### config.mk
export PLATFORM = sky130hd
export DESIGN_NAME = c_like_lexer
export DESIGN_NICKNAME = d
export VERILOG_FILES = /design/src/rtl/cll_pkg.sv /design/src/rtl/cll_scan.sv /design/src/rtl/c_like_lexer.sv
export SDC_FILE = /design/constraint.sdc
export NUM_CORES = 1
export LEC_CHECK = 0
export BUFFER_PORTS_ARGS = -buffer_cell sky130_fd_sc_hd__buf_2
export CORE_MARGIN = 10
export CORE_UTILIZATION = 43
export CTS_CLUSTER_DIAMETER = 80
export DETAILED_ROUTE_END_ITERATION = 10
export PLACE_DENSITY = 0.67
export SLEW_MARGIN = 25
export SYNTH_ARGS = -nofsm -noshare
export SYNTH_HDL_FRONTEND = slang
export SYNTH_HIERARCHICAL = 1
export SYNTH_SLANG_ARGS = --single-unit
### constraint.sdc
create_clock -name clock -period 14.3 [get_ports clock]
set_input_delay 1.43 -clock clock [delete_from_list [all_inputs] [get_ports clock]]
set_output_delay 1.43 -clock clock [all_outputs]
set_load 0.03 [all_outputs]
### src/rtl/cll_pkg.sv
// Types, constants and byte classes for the C-like lexer.
`timescale 1ns / 1ps
`default_nettype none

package cll_pkg;

   localparam int POS_BITS_DEF = 16;
   localparam int QDEPTH       = 4;
   localparam int QPTR_BITS    = 2;
   localparam int QCNT_BITS    = 3;

   localparam logic [3:0] KIND_UNKNOWN = 4'd0;
   localparam logic [3:0] KIND_LPAREN  = 4'd1;
   localparam logic [3:0] KIND_RPAREN  = 4'd2;
   localparam logic [3:0] KIND_STAR    = 4'd3;
   localparam logic [3:0] KIND_COLON   = 4'd4;
   localparam logic [3:0] KIND_SEMI    = 4'd5;
   localparam logic [3:0] KIND_LBRACK  = 4'd6;
   localparam logic [3:0] KIND_RBRACK  = 4'd7;
   localparam logic [3:0] KIND_LBRACE  = 4'd8;
   localparam logic [3:0] KIND_RBRACE  = 4'd9;
   localparam logic [3:0] KIND_STRING  = 4'd10;
   localparam logic [3:0] KIND_IDENT   = 4'd11;
   localparam logic [3:0] KIND_END     = 4'd12;

   localparam logic [7:0] CH_NUL    = 8'h00;
   localparam logic [7:0] CH_SLASH  = 8'h2F;
   localparam logic [7:0] CH_STAR   = 8'h2A;
   localparam logic [7:0] CH_QUOTE  = 8'h22;
   localparam logic [7:0] CH_BSLASH = 8'h5C;
   localparam logic [7:0] CH_UNDER  = 8'h5F;

   typedef enum logic [2:0] {
      MODE_IDLE       = 3'd0,
      MODE_SLASH      = 3'd1,
      MODE_LINE       = 3'd2,
      MODE_BLOCK      = 3'd3,
      MODE_BLOCK_STAR = 3'd4,
      MODE_STRING     = 3'd5,
      MODE_STRING_ESC = 3'd6,
      MODE_IDENT      = 3'd7
   } mode_type;

   typedef struct packed {
      logic [3:0]  kind;
      logic [15:0] start;
      logic [15:0] len;
      logic        last;
   } tok_type;

   typedef struct packed {
      tok_type    r0;
      tok_type    r1;
      logic [1:0] n;
   } scan_out_type;

   function automatic logic is_eol(input logic [7:0] c);
      return c inside {8'h0A, 8'h0D};
   endfunction

   function automatic logic is_space(input logic [7:0] c);
      return c inside {8'h20, 8'h09, 8'h0B, 8'h0C, 8'h0A, 8'h0D};
   endfunction

   function automatic logic is_letter(input logic [7:0] c);
      return c inside {[8'h61:8'h7A], [8'h41:8'h5A]};
   endfunction

   function automatic logic is_ident_char(input logic [7:0] c);
      return c inside {[8'h61:8'h7A], [8'h41:8'h5A], [8'h30:8'h39], CH_UNDER};
   endfunction

   function automatic logic [3:0] punct_kind(input logic [7:0] c);
      logic [3:0] k;
      case (c)
         8'h28:   k = KIND_LPAREN;
         8'h29:   k = KIND_RPAREN;
         8'h2A:   k = KIND_STAR;
         8'h3A:   k = KIND_COLON;
         8'h3B:   k = KIND_SEMI;
         8'h5B:   k = KIND_LBRACK;
         8'h5D:   k = KIND_RBRACK;
         8'h7B:   k = KIND_LBRACE;
         8'h7D:   k = KIND_RBRACE;
         default: k = KIND_UNKNOWN;
      endcase
      return k;
   endfunction

endpackage

`default_nettype wire

### src/rtl/cll_scan.sv
// Scanner: mode, position and token start registers with the per-byte token logic.
`timescale 1ns / 1ps
`default_nettype none

module cll_scan #(
   parameter int POS_BITS = cll_pkg::POS_BITS_DEF
) (
   input  wire logic                  clock,
   input  wire logic                  reset,
   input  wire logic                  fire,
   input  wire logic [7:0]            ch,
   output cll_pkg::scan_out_type      res
);

   cll_pkg::mode_type     mode_ff, mode_in;
   logic [POS_BITS-1:0]   pos_ff, pos_in;
   logic [POS_BITS-1:0]   start_ff, start_in;
   logic [POS_BITS-1:0]   pos_inc;
   logic [POS_BITS-1:0]   pend_len;

   cll_pkg::mode_type     idle_mode;
   logic                  idle_load;
   logic [POS_BITS-1:0]   idle_start;
   logic                  idle_emit;
   cll_pkg::tok_type      idle_tok;

   function automatic logic [15:0] clip(input logic [POS_BITS-1:0] v);
      logic [32:0] w;
      w = 33'(v);
      return (w > 33'(16'hFFFF)) ? 16'hFFFF : w[15:0];
   endfunction

   function automatic cll_pkg::tok_type mk(input logic [3:0] kind,
                                          input logic [15:0] start,
                                          input logic [15:0] len);
      cll_pkg::tok_type t;
      t.kind  = kind;
      t.start = start;
      t.len   = len;
      t.last  = 1'b0;
      return t;
   endfunction

   assign pos_inc  = (pos_ff == '1) ? pos_ff : pos_ff + 1'b1;
   assign pend_len = (pos_ff > start_ff) ? pos_ff - start_ff : '0;

   always_comb begin
      idle_mode  = cll_pkg::MODE_IDLE;
      idle_load  = 1'b0;
      idle_start = pos_ff;
      idle_emit  = 1'b0;
      idle_tok   = mk(cll_pkg::punct_kind(ch), clip(pos_ff), 16'd1);
      if (cll_pkg::is_space(ch)) begin
         idle_mode = cll_pkg::MODE_IDLE;
      end else if (ch == cll_pkg::CH_SLASH) begin
         idle_mode = cll_pkg::MODE_SLASH;
         idle_load = 1'b1;
      end else if (ch == cll_pkg::CH_QUOTE) begin
         idle_mode  = cll_pkg::MODE_STRING;
         idle_load  = 1'b1;
         idle_start = pos_inc;
      end else if (cll_pkg::is_letter(ch)) begin
         idle_mode = cll_pkg::MODE_IDENT;
         idle_load = 1'b1;
      end else begin
         idle_emit = 1'b1;
      end
   end

   // next state
   always_comb begin
      mode_in  = mode_ff;
      start_in = start_ff;
      pos_in   = pos_inc;
      if (ch == cll_pkg::CH_NUL) begin
         mode_in  = cll_pkg::MODE_IDLE;
         start_in = '0;
         pos_in   = '0;
      end else begin
         case (mode_ff)
            cll_pkg::MODE_SLASH: begin
               if (ch == cll_pkg::CH_SLASH) begin
                  mode_in = cll_pkg::MODE_LINE;
               end else if (ch == cll_pkg::CH_STAR) begin
                  mode_in = cll_pkg::MODE_BLOCK;
               end else begin
                  mode_in = idle_mode;
                  if (idle_load) start_in = idle_start;
               end
            end
            cll_pkg::MODE_LINE: begin
               if (cll_pkg::is_eol(ch)) mode_in = cll_pkg::MODE_IDLE;
            end
            cll_pkg::MODE_BLOCK: begin
               if (ch == cll_pkg::CH_STAR) mode_in = cll_pkg::MODE_BLOCK_STAR;
            end
            cll_pkg::MODE_BLOCK_STAR: begin
               if (ch == cll_pkg::CH_SLASH) mode_in = cll_pkg::MODE_IDLE;
               else if (ch != cll_pkg::CH_STAR) mode_in = cll_pkg::MODE_BLOCK;
            end
            cll_pkg::MODE_STRING: begin
               if (ch == cll_pkg::CH_QUOTE) mode_in = cll_pkg::MODE_IDLE;
               else if (ch == cll_pkg::CH_BSLASH) mode_in = cll_pkg::MODE_STRING_ESC;
            end
            cll_pkg::MODE_STRING_ESC: begin
               mode_in = cll_pkg::MODE_STRING;
            end
            cll_pkg::MODE_IDENT: begin
               if (!cll_pkg::is_ident_char(ch)) begin
                  mode_in = idle_mode;
                  if (idle_load) start_in = idle_start;
               end
            end
            default: begin
               mode_in = idle_mode;
               if (idle_load) start_in = idle_start;
            end
         endcase
      end
   end

   // token outputs
   always_comb begin
      logic             a_v;
      logic             b_v;
      cll_pkg::tok_type a_tok;
      cll_pkg::tok_type b_tok;
      a_v   = 1'b0;
      b_v   = 1'b0;
      a_tok = mk(cll_pkg::KIND_UNKNOWN, clip(start_ff), 16'd1);
      b_tok = idle_tok;
      if (ch == cll_pkg::CH_NUL) begin
         b_v   = 1'b1;
         b_tok = mk(cll_pkg::KIND_END, clip(pos_ff), 16'd1);
         case (mode_ff)
            cll_pkg::MODE_IDENT: begin
               a_v   = 1'b1;
               a_tok = mk(cll_pkg::KIND_IDENT, clip(start_ff), clip(pend_len));
            end
            cll_pkg::MODE_STRING, cll_pkg::MODE_STRING_ESC: begin
               a_v   = 1'b1;
               a_tok = mk(cll_pkg::KIND_STRING, clip(start_ff), clip(pend_len));
            end
            cll_pkg::MODE_SLASH: begin
               a_v = 1'b1;
            end
            default: begin
               a_v = 1'b0;
            end
         endcase
      end else begin
         case (mode_ff)
            cll_pkg::MODE_SLASH: begin
               if (ch != cll_pkg::CH_SLASH && ch != cll_pkg::CH_STAR) begin
                  a_v = 1'b1;
                  b_v = idle_emit;
               end
            end
            cll_pkg::MODE_STRING: begin
               if (ch == cll_pkg::CH_QUOTE) begin
                  a_v   = 1'b1;
                  a_tok = mk(cll_pkg::KIND_STRING, clip(start_ff), clip(pend_len));
               end
            end
            cll_pkg::MODE_IDENT: begin
               if (!cll_pkg::is_ident_char(ch)) begin
                  a_v   = 1'b1;
                  a_tok = mk(cll_pkg::KIND_IDENT, clip(start_ff), clip(pend_len));
                  b_v   = idle_emit;
               end
            end
            cll_pkg::MODE_IDLE: begin
               b_v = idle_emit;
            end
            default: begin
               b_v = 1'b0;
            end
         endcase
      end
      if (a_v) begin
         res.r0 = a_tok;
         res.r1 = b_tok;
         res.n  = b_v ? 2'd2 : 2'd1;
      end else begin
         res.r0 = b_tok;
         res.r1 = b_tok;
         res.n  = b_v ? 2'd1 : 2'd0;
      end
      res.r0.last = (res.n == 2'd1);
      res.r1.last = 1'b1;
   end

   always_ff @(posedge clock) begin
      if (reset) begin
         mode_ff  <= cll_pkg::MODE_IDLE;
         pos_ff   <= '0;
         start_ff <= '0;
      end else if (fire) begin
         mode_ff  <= mode_in;
         pos_ff   <= pos_in;
         start_ff <= start_in;
      end
   end

endmodule

`default_nettype wire

### src/rtl/c_like_lexer.sv
// A byte accepted into the input register is scanned and its tokens are written into the
// result queue once the queue has room for two tokens; rsp_ then shows the queue head.
// Throughput: one byte per cycle while the queue has room for two tokens, as a new byte is
// taken as the held one is scanned; the queue drains one token per cycle while rsp_ready is high.
// Reset (synchronous): clears scan mode, position, token start and the result queue.
// Top level of the C-like lexer: input register, scanner and result queue.
`timescale 1ns / 1ps
`default_nettype none

module c_like_lexer #(
   parameter int POS_BITS = cll_pkg::POS_BITS_DEF
) (
   input  wire logic        clock,
   input  wire logic        reset,
   input  wire logic        req_valid,
   output logic             req_ready,
   input  wire logic [7:0]  req_ch,
   output logic             rsp_valid,
   input  wire logic        rsp_ready,
   output logic [3:0]       rsp_token_kind,
   output logic [15:0]      rsp_start_offset,
   output logic [15:0]      rsp_text_length,
   output logic             rsp_last
);

   logic                           in_valid_ff, in_valid_in;
   logic [7:0]                     ch_ff;
   logic                           fire;
   logic                           pop;
   cll_pkg::scan_out_type          res;
   cll_pkg::tok_type               q_ff [cll_pkg::QDEPTH];
   logic [cll_pkg::QPTR_BITS-1:0]  wr_ptr_ff, wr_ptr_in;
   logic [cll_pkg::QPTR_BITS-1:0]  rd_ptr_ff, rd_ptr_in;
   logic [cll_pkg::QCNT_BITS-1:0]  count_ff, count_in;
   cll_pkg::tok_type               head;

   cll_scan #(
      .POS_BITS (POS_BITS)
   ) u_scan (
      .clock (clock),
      .reset (reset),
      .fire  (fire),
      .ch    (ch_ff),
      .res   (res)
   );

   // scan only with room for two tokens
   assign fire      = in_valid_ff && (count_ff <= cll_pkg::QCNT_BITS'(cll_pkg::QDEPTH - 2));
   assign req_ready = !in_valid_ff || fire;
   assign pop       = rsp_valid && rsp_ready;

   assign in_valid_in = (req_valid && req_ready) ? 1'b1 : (fire ? 1'b0 : in_valid_ff);
   assign wr_ptr_in   = fire ? wr_ptr_ff + cll_pkg::QPTR_BITS'(res.n) : wr_ptr_ff;
   assign rd_ptr_in   = pop ? rd_ptr_ff + 1'b1 : rd_ptr_ff;
   assign count_in    = count_ff + (fire ? cll_pkg::QCNT_BITS'(res.n) : '0)
                        - cll_pkg::QCNT_BITS'(pop);

   assign head             = q_ff[rd_ptr_ff];
   assign rsp_valid        = (count_ff != '0);
   assign rsp_token_kind   = head.kind;
   assign rsp_start_offset = head.start;
   assign rsp_text_length  = head.len;
   assign rsp_last         = head.last;

   always_ff @(posedge clock) begin
      if (reset) begin
         in_valid_ff <= 1'b0;
         wr_ptr_ff   <= '0;
         rd_ptr_ff   <= '0;
         count_ff    <= '0;
      end else begin
         in_valid_ff <= in_valid_in;
         wr_ptr_ff   <= wr_ptr_in;
         rd_ptr_ff   <= rd_ptr_in;
         count_ff    <= count_in;
      end
   end

   always_ff @(posedge clock) begin
      if (req_valid && req_ready) ch_ff <= req_ch;
      if (fire && res.n != 2'd0) q_ff[wr_ptr_ff] <= res.r0;
      if (fire && res.n == 2'd2) q_ff[wr_ptr_ff + 1'b1] <= res.r1;
   end

endmodule

`default_nettype wire

==> results of run 1 <==
cells in the final DEF (no fill, tap or decap), types with 14 or more instances in the layout:
cell type	netlist	routed
edfxtp_1	156	156
mux2_2	113	113
buf_2	12	50
mux2_4	49	49
nor2_1	49	49
a21oi_1	50	48
dfxtp_1	45	43
nand2_1	42	42
mux4_2	37	37
inv_1	32	32
o21ai_0	32	32
clkbuf_16	0	25
ha_1	22	22
nand3_1	21	21
nand3b_1	17	17
nor3_1	17	17
conb_1	2	17
o31ai_1	14	14
power groups by stage:
stage / clock network, mW / logic (mW) / registers, mW
finish: 0.658 / 0.398 / 0.688
detailed placement: 0 / 0.406 / 0.700
global placement: 0 / 0.404 / 0.699
global route: 0.691 / 0.431 / 0.692
CTS: 0.669 / 0.407 / 0.688
floorplan: 0 / 0.320 / 0.686
critical path: cells and delay by family, from the launching register on:
kind / cells / cell delay (ns)
compound gates: 5 / 1.95
simple gates: 2 / 0.97
flops: 1 / 0.67
buf+inv: 1 / 0.49
fa+ha+maj: 1 / 0.40
routing by layer:
layer,part of all wire [%],up-vias
met5,0,-
met4,3.2,0
met3,5.0,74
met2,48,244
met1,44,4048
li1,-,3833
state kept, by name (all words and copies together), names as in the netlist, named ones only:
signal           count
q_ff               148
in_valid_ff          1
ch_ff                8
rd_ptr_ff            2
u_scan/pos_ff       16
u_scan/mode_ff       3
count_ff             3
wr_ptr_ff            2
u_scan/start_ff     16
worst paths after layout:
kind	cells after the start	slack, ns	startpoint	to
max	9	9.45	ch_ff[1]	q_ff[1][4]
min	2	0.49	u_scan/start_ff[14]	u_scan/start_ff[14]
max reg2reg	9	9.45	ch_ff[1]	q_ff[1][4]
min reg2reg	2	0.49	u_scan/start_ff[14]	u_scan/start_ff[14]
synth_stat cells (6+ instances only):
master / instances / area share (%)
nand2b_1: 7 / 0.36
edfxtp_1: 156 / 38
a211oi_1: 12 / 0.74
and4_1: 6 / 0.43
or3_1: 7 / 0.36
buf_4: 21 / 1.3
o21ai_0: 32 / 1.3
mux2_2: 113 / 10
nor3_1: 17 / 0.70
clkbuf_1: 28 / 0.86
buf_2: 12 / 0.49
nor2b_1: 8 / 0.41
inv_1: 32 / 0.98
dfxtp_1: 45 / 7.4
a21oi_1: 50 / 2.0
and3_1: 9 / 0.46
nand3_1: 21 / 0.86
xor2_1: 10 / 0.72
a31oi_1: 8 / 0.41
o211ai_1: 7 / 0.43
ha_1: 22 / 2.3
mux2_4: 49 / 6.0
buf_6: 15 / 1.4
o31ai_1: 14 / 0.86
nand4_1: 9 / 0.46
mux4_2: 37 / 6.8
nor2_1: 49 / 1.5
a21o_1: 11 / 0.68
nand3b_1: 17 / 1.0
nor4_1: 10 / 0.51
xnor2_1: 8 / 0.57
nand2_1: 42 / 1.3
mux2i_1: 7 / 0.57
final cells by class:
cell class | count | area (um^2)
clock buffers | 37 | 721
repair buffers | 64 | 368
multi-input cells | 684 | 6110
fillers | 2536 | 14400
flip-flops and latches | 201 | 5590
well taps | 378 | 473
clock inverters | 7 | 138
inverters | 32 | 120
kinds of logic after synthesis:
kind of cell | after synthesis
compound gates | 184
flops | 201
fa+ha+maj | 24
other cells | 2
simple gates | 233
xor+xnor | 18
mux | 208
buf+inv | 111
metrics by stage:
stage	util [%]	hold slack [ns]	power [mW]	setup WS (ns)	std cells
2_1_floorplan	-	0.441	1.01	8.51	996
3_3_place_gp	45.2	0.471	1.10	9.42	1358
3_5_place_dp	45.2	0.478	1.11	9.32	1358
4_1_cts	48.3	0.488	1.76	9.30	1402
5_1_grt	48.4	0.524	1.81	9.26	1403
6_report	48.4	0.493	1.74	9.45	1403
==> out/results.ini, run 1 <==
[outcome]
status=completed

[yosys]
synth_top_family_by_area=multiplexers
synth_mux_area_share_pct=24.0
synth-xor-area-share_pct=1.29
synthAdderAreaFrac_pct=2.58
synth_compound_area_share_pct=10.0
ys_seq_area_share_pct=45.7
post_synth_inst_count=981
yosys.area_share.simple_pct=11.2
syn_area_per_cell_um2=12.5
synthArstFlopShare_pct=0
synth_ff_type=edfxtp_1
synth-edff-count=156
ys_types=80
ys_ff_latch=201
syn_area_um2=12200
yosys_warnings=6

[routing]
wl_per_cell_um=20.9
drtAntennaViolNets=0
drc=0
vias=8199
viasPerCell=5.84
routed_wl_mm=29.3
dr.pass1.iters=5
drt_iter0_markers=682

[grt]
grt_usage_pct=16.2
grt_pass1_wl_mm=47.0
grt_use_met1_pct=21.7
first_global_vias=8445
grt-ovfl-total=0
grt_max_degree=51
grt_use_met2_pct=26.5
antenna_found_initial=0
grt-busiest-layer=met2
met3_usage_pct=2.23

[clock_tree]
cts_root_buf=clkbuf_16
clockBufferDepth=3
post_cts_resize_count=0
post-cts-setup-buffers=0
holdBufCountCts=0
clock-sinks=201
cts_max_level=1
clkTransAtPathRegs_ns=0.06
cts_made_buffers=24
cts_tree=done
clock_latency_ns=0.52

[die]
pin_count=51
core_area_um2=27900
die_h_um=189
die_x_um=189
rows=61
initial_core_util_pct=43.7
die-area_um2=35500

[finish]
design_area_um2=13500
final_net_count=1043
drive_gt1_share_pct=32.2
num_antenna_cells=0
synthToLayoutAreaGrowth_pct=10.7

[sta]
hold_viol=0
fmax_ghz=0.206
rsz0062_at_grt=false
worst_pin_slew_ns=1.03
fin_skew_ns=0.0102
drv_slew=0
finalCritPeriodShare_pct=33.9
setup_violations=0
slew_headroom_pct=29.4
post-route-min-period_ns=4.85
tns_ns=0

[job]
cap_viol_max_count=0

[worst_setup_path]
start_kind=flip-flop
cpMaxStageDelayCell=a211oi_4
cp.arrival_ns=5.03
required_ns=14.47
slowest_delay_ns=0.84
path_class=flip-flop to flip-flop
crit_path_end_kind=flip-flop
path_cells=or4_4 > o221ai_1 > o211ai_1 > a221o_1 > o21ai_0 > ha_1 > nand2b_1 > a211oi_4 > buf_4
crit_fanout=24

[power]
leakagePower_nw=4.92
clock_power_share_pct=37.7
switching_power_mw=0.516
pwr-share-comb_pct=22.8
intPower_mw=1.23
power_switching_share_pct=29.6
powerDensity_nw_per_um2=129
vdd_drop_max_mv=0.0760
seq_power_share_pct=39.5

[placement]
dpl-instance-area_um2=12600
routabilityCongestion=0.883
hpwl_mm=18.8
io_buffers=50

[worst_hold_path]
min_path_type=flip-flop to flip-flop

Power figures use the tool's default switching activity.
==> inputs of run 2 (changes only) <==
Settings changed: ABC_AREA set to 1, PLACE_DENSITY 0.67 to 0.69.
Clock period 14.3 ns to 4.34 ns, I/O delays scaled along.
==> out/results.ini, run 2 <==
[outcome]
status=completed  ; unchanged

[sta]
finalCritPeriodShare_pct=81.4  ; was 33.9%
slew_headroom_pct=44.3  ; was 29.4%
setup_violations=0  ; unchanged
post-route-min-period_ns=3.53  ; was 4.85 ns
tns_ns=0  ; unchanged
drv_slew=0  ; unchanged
rsz0062_at_grt=false  ; unchanged
hold_viol=0  ; unchanged
final.setup.worst_slack_ns=0.806  ; was 9.45 ns
worst_pin_slew_ns=0.835  ; was 1.03 ns
fin_skew_ns=0.0174  ; was 0.0102 ns
fmax_ghz=0.283  ; was 0.206 GHz

[routing]
drt_iter0_markers=1390  ; was 682
vias=11200  ; was 8199
drc=0  ; unchanged
drtAntennaViolNets=0  ; unchanged
dr.pass1.iters=6  ; was 5
viasPerCell=5.44  ; was 5.84
wl_per_cell_um=17.2  ; was 20.9 um
routed_wl_mm=35.4  ; was 29.3 mm

[job]
cap_viol_max_count=0  ; unchanged

[worst_setup_path]
r2r_cells=12  ; was 9
required_ns=4.71  ; was 14.47 ns
slowest_delay_ns=0.58  ; was 0.84 ns
r2r_end=q_ff[0][12]  ; was q_ff[1][4]
path_class=flip-flop to flip-flop  ; unchanged
crit_path_end_kind=flip-flop  ; unchanged
start_kind=flip-flop  ; unchanged
critPathBufInv=1  ; unchanged
reg2reg_setup_slack_ns=0.81  ; was 9.45 ns
path_cells=inv_1 > ha_1 > fa_1 > o21ai_2 > nand3_1 > nand2_1 > nand2_1 > a21oi_2 > nand2_2 > nor3_1 > nand2_1 > nand2_1  ; was or4_4 > o221ai_1 > o211ai_1 > a221o_1 > o21ai_0 > ha_1 > nand2b_1 > a211oi_4 > buf_4
rr_startpoint=u_scan/pos_ff[0]  ; was ch_ff[1]
cp_top_family=simple AND/OR/NAND/NOR gates  ; was compound AO/OA/AOI/OAI gates
cpMaxStageDelayCell=dfxtp_1  ; was a211oi_4
crit_top_cell=nand2_1
crit_fanout=13  ; was 24
cp.arrival_ns=3.90  ; was 5.03 ns

[die]
initial_core_util_pct=43.6  ; was 43.7%
die_x_um=191  ; was 189 um
die-area_um2=36300  ; was 35500 um^2
pin_count=51  ; unchanged
core_area_um2=28700  ; was 27900 um^2
rows=62  ; was 61
die_h_um=191  ; was 189 um

[yosys]
synth_top_family_by_area=simple AND/OR/NAND/NOR gates  ; was multiplexers
post_synth_inst_count=1651  ; was 981
ys_ff_latch=201  ; unchanged
synth-xor-area-share_pct=1.75  ; was 1.29%
syn_area_per_cell_um2=7.58  ; was 12.5 um^2
synth_area_leaders=edfxtp_1, nand2_1, nand3_1  ; was edfxtp_1, mux2_2, dfxtp_1
synth_top_cell_by_area=edfxtp_1  ; unchanged
synth_mux_area_share_pct=0  ; was 24.0%
synth_compound_area_share_pct=10.3  ; was 10.0%
ys_types=45  ; was 80
synth_top_area_share_pct=37.4  ; was 38.3%
synth_common_cells=nand2_1, nand3_1, nor2_1  ; was edfxtp_1, mux2_2, a21oi_1
synth-edff-count=156  ; unchanged
synthAdderAreaFrac_pct=2.52  ; was 2.58%
synth_ff_type=edfxtp_1  ; unchanged
syn_area_um2=12500  ; was 12200 um^2
yosys_warnings=6  ; unchanged
ys_seq_area_share_pct=44.6  ; was 45.7%
yosysMostFrequentCell=nand2_1  ; was edfxtp_1
yosys.area_share.simple_pct=32.3  ; was 11.2%
synthArstFlopShare_pct=0  ; unchanged

[finish]
final_net_count=1694  ; was 1043
synthToLayoutAreaGrowth_pct=9.69  ; was 10.7%
num_antenna_cells=0  ; unchanged
design_area_um2=13700  ; was 13500 um^2
top_register=q_ff  ; unchanged
final_common_cell=nand2_1  ; was edfxtp_1
largest_register_ff_count=148  ; unchanged
largestRegisters=q_ff: 148 flops, u_scan/pos_ff: 16 flops, u_scan/start_ff: 16 flops  ; unchanged
mostFrequentLayoutCells=nand2_1, nand3_1, nor2_1, edfxtp_1, o21ai_0  ; was edfxtp_1, mux2_2, buf_2, mux2_4, nor2_1
drive_gt1_share_pct=11.1  ; was 32.2%

[grt]
grt_usage_pct=19.1  ; was 16.2%
antenna_found_initial=0  ; unchanged
grt_pass1_wl_mm=56.5  ; was 47.0 mm
grt-ovfl-total=0  ; unchanged
grt_max_degree=91  ; was 51
first_global_vias=10600  ; was 8445

[clock_tree]
cts_made_buffers=24  ; unchanged
cts_root_buf=clkbuf_16  ; unchanged
clkTransAtPathRegs_ns=0.06  ; about the same
clock_latency_ns=0.52  ; about the same
clockBufferDepth=3  ; unchanged
post_cts_resize_count=0  ; unchanged
cts_max_level=1  ; unchanged
cts_tree=done  ; unchanged
clock-sinks=201  ; unchanged
post-cts-setup-buffers=0  ; unchanged
holdBufCountCts=0  ; unchanged

[placement]
hpwl_mm=23.1  ; was 18.8 mm
io_buffers=50  ; unchanged
routabilityCongestion=0.943  ; was 0.883
dp_slack_ns=0.925  ; was 9.32 ns
dpl-instance-area_um2=12900  ; was 12600 um^2

[power]
leakagePower_nw=5.86  ; was 4.92 nW
powerDensity_nw_per_um2=456  ; was 129 nW/um^2
vdd_drop_max_mv=0.249  ; was 0.0760 mV

[worst_hold_path]
hold_path_end=ch_ff[7]  ; was u_scan/start_ff[14]
hp-start=req_ch[7]  ; was u_scan/start_ff[14]
whs_path_depth=1  ; was 2
min_path_type=input pin to flip-flop  ; was flip-flop to flip-flop

[run 2: changes by cell type after synthesis, sizes merged, moves of 11 or more]
cell / delta
buf: +34
inv: +57
o31ai: -14
mux2: -164
nand3: +173
nor2: +140
a211oi: -11
o22ai: +39
o21ai: +85
nand2: +518
nand3b: -17
a21oi: +14
mux4: -37
[run 2: stage by stage]
stage | hold slack (ns) | power [mW] | std cells | util (%)
2_1_floorplan | 0.445 | 3.57 | 1666 | -
3_3_place_gp | 0.460 | 4.07 | 2016 | 44.8
3_5_place_dp | 0.464 | 4.09 | 2016 | 44.8
4_1_cts | 0.0655 | 6.30 | 2060 | 47.8
5_1_grt | 0.0714 | 6.55 | 2060 | 47.8
6_report | 0.0877 | 6.26 | 2060 | 47.8
[run 2: area by class of cell]
| class | count | area (um^2) |
|---|---|---|
| clock inverters | 13 | 169 |
| repair buffers | 81 | 508 |
| multi-input cells | 1261 | 5940 |
| well taps | 384 | 480 |
| inverters | 89 | 337 |
| fillers | 2793 | 15000 |
| flip-flops and latches | 201 | 5590 |
| clock buffers | 31 | 711 |
[run 2: worst reg2reg max path, cell delays in order (launching register included)]
cell     delay [ns]
dfxtp_1        0.58
inv_1          0.22
ha_1           0.29
fa_1           0.43
o21ai_2        0.27
nand3_1        0.10
nand2_1        0.16
nand2_1        0.09
a21oi_2        0.25
nand2_2        0.26
nor3_1         0.53
nand2_1        0.11
nand2_1        0.10
[run 2: cells by family (layout without fill, tap and decap cells)]
kind of cell	after synthesis	count (layout)
simple gates	960	960
compound gates	235	235
buf+inv	204	214
flops	201	201
xor+xnor	25	25
fa+ha+maj	24	24
other cells	2	17
[run 2: routing by layer]
layer / GRT usage (%) / share of wire [%] / vias up
li1: - / - / 5487
met1: 24.9 / 43 / 5181
met2: 31.1 / 46 / 472
met3: 3.55 / 8.0 / 59
met4: 6.69 / 2.5 / 0
met5: 0 / 0 / -
[run 2: power by group]
part	leakage (nW)	switching, mW	internal [mW]
clock network	0.436	0.812	1.39
logic	3.68	1.29	0.476
registers	1.74	0.0957	2.19
total	5.86	2.19	4.06
[run 2: how the worst max path moves through the flow]
stage / end / depth (start not counted) / start / slack (ns)
4_1_cts: q_ff[0][12] / 12 / u_scan/pos_ff[0] / 0.89
5_1_grt: q_ff[2][16] / 16 / ch_ff[0] / 0.57
3_5_place_dp: q_ff[0][12] / 12 / u_scan/pos_ff[0] / 0.92
2_1_floorplan: q_ff[0][0] / 15 / ch_ff[4] / 0.86
3_3_place_gp: q_ff[1][13] / 15 / ch_ff[1] / 0.99
6_report: q_ff[0][12] / 12 / u_scan/pos_ff[0] / 0.81
